<file path="config.mk">
export PLATFORM = sky130hd
export DESIGN_NAME = newton_step_bound_damping
export DESIGN_NICKNAME = d
export VERILOG_FILES = /design/src/rtl/core/nsbd_pkg.sv /design/src/rtl/core/nsbd_ctrl.sv /design/src/rtl/core/nsbd_datapath.sv /design/src/rtl/core/newton_step_bound_damping.sv
export SDC_FILE = /design/constraint.sdc
export NUM_CORES = 1
export LEC_CHECK = 0
export BUFFER_PORTS_ARGS = -buffer_cell sky130_fd_sc_hd__buf_2
export CAP_MARGIN = 10
export CORE_MARGIN = 2
export CORE_UTILIZATION = 35
export DETAILED_ROUTE_END_ITERATION = 6
export GPL_TIMING_DRIVEN = 0
export PLACE_DENSITY_LB_ADDON = 0.1
export SLEW_MARGIN = 20
export SYNTH_ARGS = -nofsm -noshare
export SYNTH_HDL_FRONTEND = slang
export SYNTH_SLANG_ARGS = --single-unit
</file>
<file path="constraint.sdc">
create_clock -name clk -period 9.3 [get_ports clk]
set_input_delay 0.93 -clock clk [delete_from_list [all_inputs] [get_ports clk]]
set_output_delay 0.93 -clock clk [all_outputs]
set_load 0.005 [all_outputs]
</file>
<file path="src/rtl/core/nsbd_pkg.sv">
package nsbd_pkg;

	// Width of the signed Q16.16 input fields.
	localparam int VALUE_WIDTH = 32;
	// Exact differences of two values, and the negated step, fit in two more bits.
	localparam int DIFF_W = VALUE_WIDTH + 2;
	// Divider remainder and divisor magnitudes (divisor is at most 2^VALUE_WIDTH).
	localparam int REM_W = VALUE_WIDTH + 1;
	// Fraction bits of the damping factor and quotient bits of the divider.
	localparam int FRAC_BITS = 16;
	localparam int CNT_W = $clog2(FRAC_BITS);
	// Damping factor in unsigned Q1.16.
	localparam int DAMP_W = FRAC_BITS + 1;
	localparam logic [DAMP_W-1:0] DAMP_ONE = DAMP_W'(1) << FRAC_BITS;

	// Commands from the controller to the datapath.
	typedef struct packed {
		logic load;
		logic calc;
		logic decide;
		logic div_step;
		logic update;
	} nsbd_cmd_t;

	// Status from the datapath to the controller.
	typedef struct packed {
		logic need_div;
		logic last;
		logic out_blocked;
	} nsbd_sts_t;

endpackage

</file>
<file path="src/rtl/core/nsbd_ctrl.sv">
module nsbd_ctrl import nsbd_pkg::*; (
	input  logic      clk,
	input  logic      arst_n,
	input  logic      in_valid,
	output logic      in_stall,
	input  nsbd_sts_t sts,
	output nsbd_cmd_t cmd
);

	typedef enum logic [2:0] {
		S_IDLE,
		S_DIFF,
		S_DECIDE,
		S_DIV,
		S_UPDATE
	} state_t;

	state_t           state_q;
	logic [CNT_W-1:0] cnt_q;
	logic             finish;

	// The final step waits while an earlier result still sits in the output register.
	assign finish = !(sts.last && sts.out_blocked);

	// Input is taken only between items.
	assign in_stall = (state_q != S_IDLE);

	// Commands decode straight from the state.
	always_comb begin
		cmd = '0;
		unique case (state_q)
			S_IDLE:   cmd.load = in_valid;
			S_DIFF:   cmd.calc = 1'b1;
			S_DECIDE: cmd.decide = 1'b1;
			S_DIV:    cmd.div_step = 1'b1;
			S_UPDATE: cmd.update = finish;
			default:  cmd = '0;
		endcase
	end

	// State sequence and the divider iteration counter.
	always_ff @(posedge clk or negedge arst_n) begin
		if (!arst_n) begin
			state_q <= S_IDLE;
			cnt_q   <= '0;
		end else begin
			unique case (state_q)
				S_IDLE: begin
					if (in_valid) begin
						state_q <= S_DIFF;
					end
				end
				S_DIFF: begin
					state_q <= S_DECIDE;
				end
				S_DECIDE: begin
					cnt_q   <= '0;
					state_q <= sts.need_div ? S_DIV : S_UPDATE;
				end
				S_DIV: begin
					cnt_q <= cnt_q + CNT_W'(1);
					if (cnt_q == CNT_W'(FRAC_BITS - 1)) begin
						state_q <= S_UPDATE;
					end
				end
				S_UPDATE: begin
					if (finish) begin
						state_q <= S_IDLE;
					end
				end
				default: begin
					state_q <= S_IDLE;
				end
			endcase
		end
	end

endmodule

</file>
<file path="src/rtl/core/nsbd_datapath.sv">
module nsbd_datapath import nsbd_pkg::*; (
	input  logic                          clk,
	input  logic                          arst_n,
	input  nsbd_cmd_t                     cmd,
	output nsbd_sts_t                     sts,
	input  logic signed [VALUE_WIDTH-1:0] cur_value,
	input  logic signed [VALUE_WIDTH-1:0] step_value,
	input  logic signed [VALUE_WIDTH-1:0] lower_bound,
	input  logic signed [VALUE_WIDTH-1:0] upper_bound,
	input  logic                          last_item,
	output logic                          out_valid,
	input  logic                          out_stall,
	output logic [DAMP_W-1:0]             damping
);

	logic signed [VALUE_WIDTH-1:0] val_q, step_q, lo_q, hi_q;
	logic                          last_q;
	logic signed [DIFF_W-1:0]      num_up_q, num_lo_q, den_up_q, den_lo_q;
	logic                          apply_q;
	logic [REM_W-1:0]              rem_q, dsr_q;
	logic [FRAC_BITS-1:0]          ratio_q;
	logic [DAMP_W-1:0]             factor_q;
	logic                          out_valid_q;
	logic [DAMP_W-1:0]             damping_q;

	logic                     up_hit, lo_hit, hit;
	logic signed [DIFF_W-1:0] sel_num, sel_den;
	logic                     num_neg, num_zero, den_neg;
	logic                     apply, need_div;
	logic [REM_W:0]           rem2;
	logic                     ge;
	logic [REM_W:0]           rem_sub;
	logic [DAMP_W-1:0]        factor_new;

	// Bound tests on the registered differences; the upper bound takes precedence.
	assign up_hit   = den_up_q > num_up_q;
	assign lo_hit   = den_lo_q > num_lo_q;
	assign hit      = up_hit || lo_hit;
	assign sel_num  = up_hit ? num_up_q : num_lo_q;
	assign sel_den  = up_hit ? den_up_q : den_lo_q;
	assign num_neg  = sel_num[DIFF_W-1];
	assign num_zero = (sel_num == '0);
	assign den_neg  = sel_den[DIFF_W-1];

	// A negative numerator with a negative denominator means a ratio above one.
	assign apply    = hit && !(num_neg && den_neg);
	assign need_div = hit && !num_neg && !num_zero;

	// One restoring division step per cycle.
	assign rem2    = {rem_q, 1'b0};
	assign ge      = rem2 >= {1'b0, dsr_q};
	assign rem_sub = rem2 - {1'b0, dsr_q};

	// Running minimum; the restart at the end of a step is in the register update below.
	assign factor_new = (apply_q && (DAMP_W'(ratio_q) < factor_q)) ? DAMP_W'(ratio_q) : factor_q;

	assign sts.need_div    = need_div;
	assign sts.last        = last_q;
	assign sts.out_blocked = out_valid_q && out_stall;

	assign out_valid = out_valid_q;
	assign damping   = damping_q;

	// Item registers, differences, divider state and the output value.
	always_ff @(posedge clk) begin
		if (cmd.load) begin
			val_q  <= cur_value;
			step_q <= step_value;
			lo_q   <= lower_bound;
			hi_q   <= upper_bound;
			last_q <= last_item;
		end
		if (cmd.calc) begin
			num_up_q <= DIFF_W'(hi_q) - DIFF_W'(val_q);
			num_lo_q <= DIFF_W'(val_q) - DIFF_W'(lo_q);
			den_up_q <= DIFF_W'(step_q);
			den_lo_q <= -DIFF_W'(step_q);
		end
		if (cmd.decide) begin
			apply_q <= apply;
			ratio_q <= '0;
			rem_q   <= sel_num[REM_W-1:0];
			dsr_q   <= sel_den[REM_W-1:0];
		end
		if (cmd.div_step) begin
			rem_q   <= ge ? rem_sub[REM_W-1:0] : rem2[REM_W-1:0];
			ratio_q <= {ratio_q[FRAC_BITS-2:0], ge};
		end
		if (cmd.update && last_q) begin
			damping_q <= factor_new;
		end
	end

	// Damping factor and the output register's valid flag.
	always_ff @(posedge clk or negedge arst_n) begin
		if (!arst_n) begin
			factor_q    <= DAMP_ONE;
			out_valid_q <= 1'b0;
		end else begin
			if (cmd.update && last_q) begin
				out_valid_q <= 1'b1;
			end else if (out_valid_q && !out_stall) begin
				out_valid_q <= 1'b0;
			end
			if (cmd.update) begin
				if (last_q) begin
					factor_q <= DAMP_ONE;
				end else begin
					factor_q <= factor_new;
				end
			end
		end
	end

endmodule

</file>
<file path="src/rtl/core/newton_step_bound_damping.sv">
// Damping factor for one Newton step. Each input transfer carries one solution element
// (value, step, lower and upper bound, signed Q16.16) and a last flag. The block keeps
// the least ratio that keeps value plus damped step inside its bounds, starting at 1.0,
// and on the last element sends the factor (unsigned Q1.16, 65536 is 1.0) as one output
// transfer and restarts at 1.0. An element passes the difference and decision states,
// the restoring divider (one quotient bit per cycle) unless it is in bounds or its ratio
// is zero or above one, and the update state. Input is stalled while an element is in
// work; the output register lets the next step's elements enter while a result waits to
// be taken, and a last element holds in its update state until it is.
module newton_step_bound_damping import nsbd_pkg::*; (
	input  logic                          clk,
	input  logic                          arst_n,
	input  logic                          in_valid,
	output logic                          in_stall,
	input  logic signed [VALUE_WIDTH-1:0] cur_value,
	input  logic signed [VALUE_WIDTH-1:0] step_value,
	input  logic signed [VALUE_WIDTH-1:0] lower_bound,
	input  logic signed [VALUE_WIDTH-1:0] upper_bound,
	input  logic                          last_item,
	output logic                          out_valid,
	input  logic                          out_stall,
	output logic [DAMP_W-1:0]             damping
);

	nsbd_cmd_t cmd;
	nsbd_sts_t sts;

	// Sequencer.
	nsbd_ctrl u_ctrl (
		.clk      (clk),
		.arst_n   (arst_n),
		.in_valid (in_valid),
		.in_stall (in_stall),
		.sts      (sts),
		.cmd      (cmd)
	);

	// Differences, divider, running minimum and output register.
	nsbd_datapath u_datapath (
		.clk         (clk),
		.arst_n      (arst_n),
		.cmd         (cmd),
		.sts         (sts),
		.cur_value   (cur_value),
		.step_value  (step_value),
		.lower_bound (lower_bound),
		.upper_bound (upper_bound),
		.last_item   (last_item),
		.out_valid   (out_valid),
		.out_stall   (out_stall),
		.damping     (damping)
	);

endmodule

</file>
==> summary.txt <==
Global routing
  • Via count of the first global-routing pass: approximately 15000
  • Antenna violations before repair: 0
  • Total global-route track usage: between 15 and 20%
  • Maximum number of pins on one net before global-route repair: 100
  • Total gr overflow: 0
  • Wire length of the first global-routing pass: between 80000 and 90000 um

Drt
  • Remaining DRCs: 0
  • Routed wire length: between 50000 and 60000 um
  • Post-route antenna net violation count: 0
  • Ratio of routed vias to standard cells: 4.985
  • Count of vias placed by the detailed router: ~14000
  • Detailed Route Iter0 Violations: about 750
  • Number of iterations in the first detailed-routing pass: 5
  • WL/cell: between 15 and 20 um

Setup path
  • Critical path startpoint category: register
  • Cell at the slowest stage of the critical path: sky130_fd_sc_hd__nor4_1
  • Cell occurring most often along the worst timing path: sky130_fd_sc_hd__or3_1
  • Required @ worst endpoint: 9730 ps
  • Kind of end point of the critical path: register
  • CP Max Fanout: 3
  • Cells along the critical path: inv_1 > ha_1 > nand2_1 > or3_1 > or3_1 > nor4_1 > a211oi_1 > o21ai_0 > a21oi_1 > mux2_2 > a31oi_1 > o311ai_0
  • Top cell family by delay on the critical path: simple AND/OR/NAND/NOR gates
  • Worst Path Buf+Inv: 1
  • Maximum single-stage delay on the critical path: ~870 ps
  • Data arrival time of the critical path: roughly 4600 ps
  • Critical path class: reg -> reg

CTS
  • Clock sink count: roughly 390
  • CTS tree: built
  • Post-CTS setup buffers: 0
  • Maximum number of buffers from clock root to sink: 3
  • Count of hold-fix buffers inserted at cts: 0
  • Clk slew on worst S/H paths: 60 ps
  • Clock Tree Root: sky130_fd_sc_hd__clkbuf_16
  • Cells resized by post-CTS repair: 0
  • Clk Latency, worst-skew pair: 590 ps
  • Inserted Clock Buffers: 47
  • H-tree Lvls: 2

Place
  • Gp weighted congestion: roughly 0.85
  • Detailed-placement wirelength estimate: just over 40000 um
  • # port buffers: between 150 and 200

Floorplanning
  • Standard cell core area: just over 60000 um^2
  • Starting density of the core: between 30% and 40%
  • Die Ht: around 250 um
  • Cell row count: 90
  • Number of placed I/O pins: ~150
  • Floorplan die area: about 63000 um^2
  • Die Width: approximately 250 um

Yosys
  • Proportion of synthesized flip-flops having asynchronous set or reset: under 10%
  • Proportion of synthesized chip area in sequential cells: between 50 and 60%
  • Post-synthesis instance area: between 20000 and 25000 um^2
  • Post-synth net total: between 2000 and 2500
  • Distinct cell type count of the synthesized netlist: 78
  • Avg Inst Size Synth: ~11 um^2
  • Number of synthesized flops with an enable pin: 360
  • Post-Syn Instances: roughly 1900
  • Primary flip-flop cell chosen by synthesis mapping: sky130_fd_sc_hd__edfxtp_1
  • Flip-flop and latch count after synthesis: about 390
  • Total of warnings raised by yosys: 0

Power and ir drop
  • Leakage power figure: 10.30 nW
  • Psw: 3.707 mW
  • Switching portion of total power: between 40% and 50%
  • Max IR drop VDD: roughly 150 uV
  • Total power density per cell area: 372.9 nW/um^2
  • Internal power: 5.491 mW
  • Flop pwr share: 34.3%
  • Gate power share: roughly 47%
  • Clock Power Share: 19.1%

Layout
  • Area delta synth->final: 15.62%
  • Final #Nets: 2379
  • Layout fillers: 5820
  • Ratio of cells with drive above 1 in the final layout: about 14%
  • Diodes inserted: 0
  • Commonest non-fill, non-tap cell in the layout: sky130_fd_sc_hd__edfxtp_1
  • Commonest cells after routing, fill and taps aside: sky130_fd_sc_hd__edfxtp_1, sky130_fd_sc_hd__inv_1, sky130_fd_sc_hd__ha_1

Timing
  • Final Setup Violations: 0
  • Setup skew after layout: about 23 ps
  • Setup total negative slack: 0 ps
  • Number of pins with negative max-slew slack in the final report: 0
  • Fmax achieved: between 200 and 250 MHz
  • Worst hold slack: about 380 ps
  • Fin crit share: between 40 and 50%
  • Time the final worst path needs with I/O delays and setup: between 4000 and 5000 ps
  • Transition time of the tightest slew-check pin: approximately 980 ps
  • Hold Violations, Final: 0
  • Slew headroom: between 30% and 40%
  • Unrepaired setup endpoints after global routing: false

Hold path
  • Worst min path class: in -> async

Run status
  • Run status: finished clean

Run
  • Count of maximum capacitance violations: 0
power groups by stage:
stage	Combinational, mW	Clock (mW)	Sequential (mW)
after global routing	4.83	1.88	3.23
final	4.29	1.75	3.16
after detailed placement	4.29	0	3.19
after floorplan	3.11	0	3.06
after global placement	4.21	0	3.26
after CTS	4.32	1.81	3.16
final timing paths:
kind	to	startpoint	slack [ps]	cells after the start
max in group asynchronous	u_datapath.factor_q[12]	arst_n	8480	1
hold reg to reg	u_datapath.den_up_q[19]	u_datapath.step_q[19]	480	0
setup reg to reg	u_ctrl.state_q[0]	u_datapath.num_lo_q[24]	5140	12
min in group clk	u_datapath.den_up_q[19]	u_datapath.step_q[19]	480	0
hold / removal	u_datapath.factor_q[7]	arst_n	380	1
setup / recovery	u_ctrl.state_q[0]	u_datapath.num_lo_q[24]	5140	12
registers in the layout, summed over array words and instances (netlist names), 32 cells and up:
name	cells
u_datapath.den_lo_q	34
u_datapath.dsr_q	33
u_datapath.hi_q	32
u_datapath.lo_q	32
u_datapath.num_lo_q	33
u_datapath.num_up_q	33
u_datapath.rem_q	33
u_datapath.step_q	32
u_datapath.val_q	32
metal layers:
layer  part of all wire (%)  wire, um  GRT usage (%)
met4                    3.1      1651          5.680
met2                     46     24660          28.06
met3                    3.6      1936          2.402
met5                      0         0              0
met1                     47     25220          23.22
cell usage after synthesis (26+ instances only):
| cell | instances | share of area, % |
|---|---|---|
| sky130_fd_sc_hd__o21a_1 | 26 | 0.91 |
| sky130_fd_sc_hd__edfxtp_1 | 360 | 51 |
| sky130_fd_sc_hd__a21o_1 | 69 | 2.4 |
| sky130_fd_sc_hd__o21ai_0 | 81 | 1.9 |
| sky130_fd_sc_hd__nand2_1 | 115 | 2.0 |
| sky130_fd_sc_hd__nor3_1 | 26 | 0.61 |
| sky130_fd_sc_hd__xnor2_1 | 73 | 3.0 |
| sky130_fd_sc_hd__xor2_1 | 31 | 1.3 |
| sky130_fd_sc_hd__ha_1 | 181 | 11 |
| sky130_fd_sc_hd__a31oi_1 | 27 | 0.79 |
| sky130_fd_sc_hd__nor2_1 | 112 | 2.0 |
| sky130_fd_sc_hd__inv_1 | 224 | 3.9 |
| sky130_fd_sc_hd__and3_1 | 30 | 0.88 |
| sky130_fd_sc_hd__mux2_2 | 36 | 1.9 |
| sky130_fd_sc_hd__a21oi_1 | 109 | 2.6 |
cell families after synthesis:
logic type,Yosys count,share of synthesized area [%]
adders and majority gates,184,10.90
AOI/OAI and AO/OA,429,13.15
muxes,57,2.885
xor gates and xnor gates,104,4.270
and+or+nand+nor,440,10.52
buffers and inverters,259,4.662
DFF,385,53.61
stage by stage:
step | power [mW] | utilization, % | worst slack, ps | instance area, um^2 | std cells
CTS | 9.297 | 40.87 | 5106 | 24670 | 2882
detailed placement | 7.478 | 38.43 | 5114 | 23200 | 2795
finish | 9.199 | 40.87 | 5141 | 24670 | 2882
global placement | 7.475 | 38.22 | 3949 | 23070 | 2791
global route | 9.939 | 40.87 | 4937 | 24670 | 2882
floorplan | 6.174 | - | 5326 | 21330 | 1858
final cells by class:
type                       count  area (um^2)  area share [%]
buffer                        35        157.7          0.6391
clock buffer                  60         1235           5.006
clock inverter                27        235.2          0.9536
inverter                     224        855.8           3.469
multi-input combinational   1214         8910           36.12
sequential                   385        11440           46.37
tap                          782        978.4           3.967
timing repair buffer         155        858.3           3.480
Note: power is estimated with default switching activity, not from simulation.
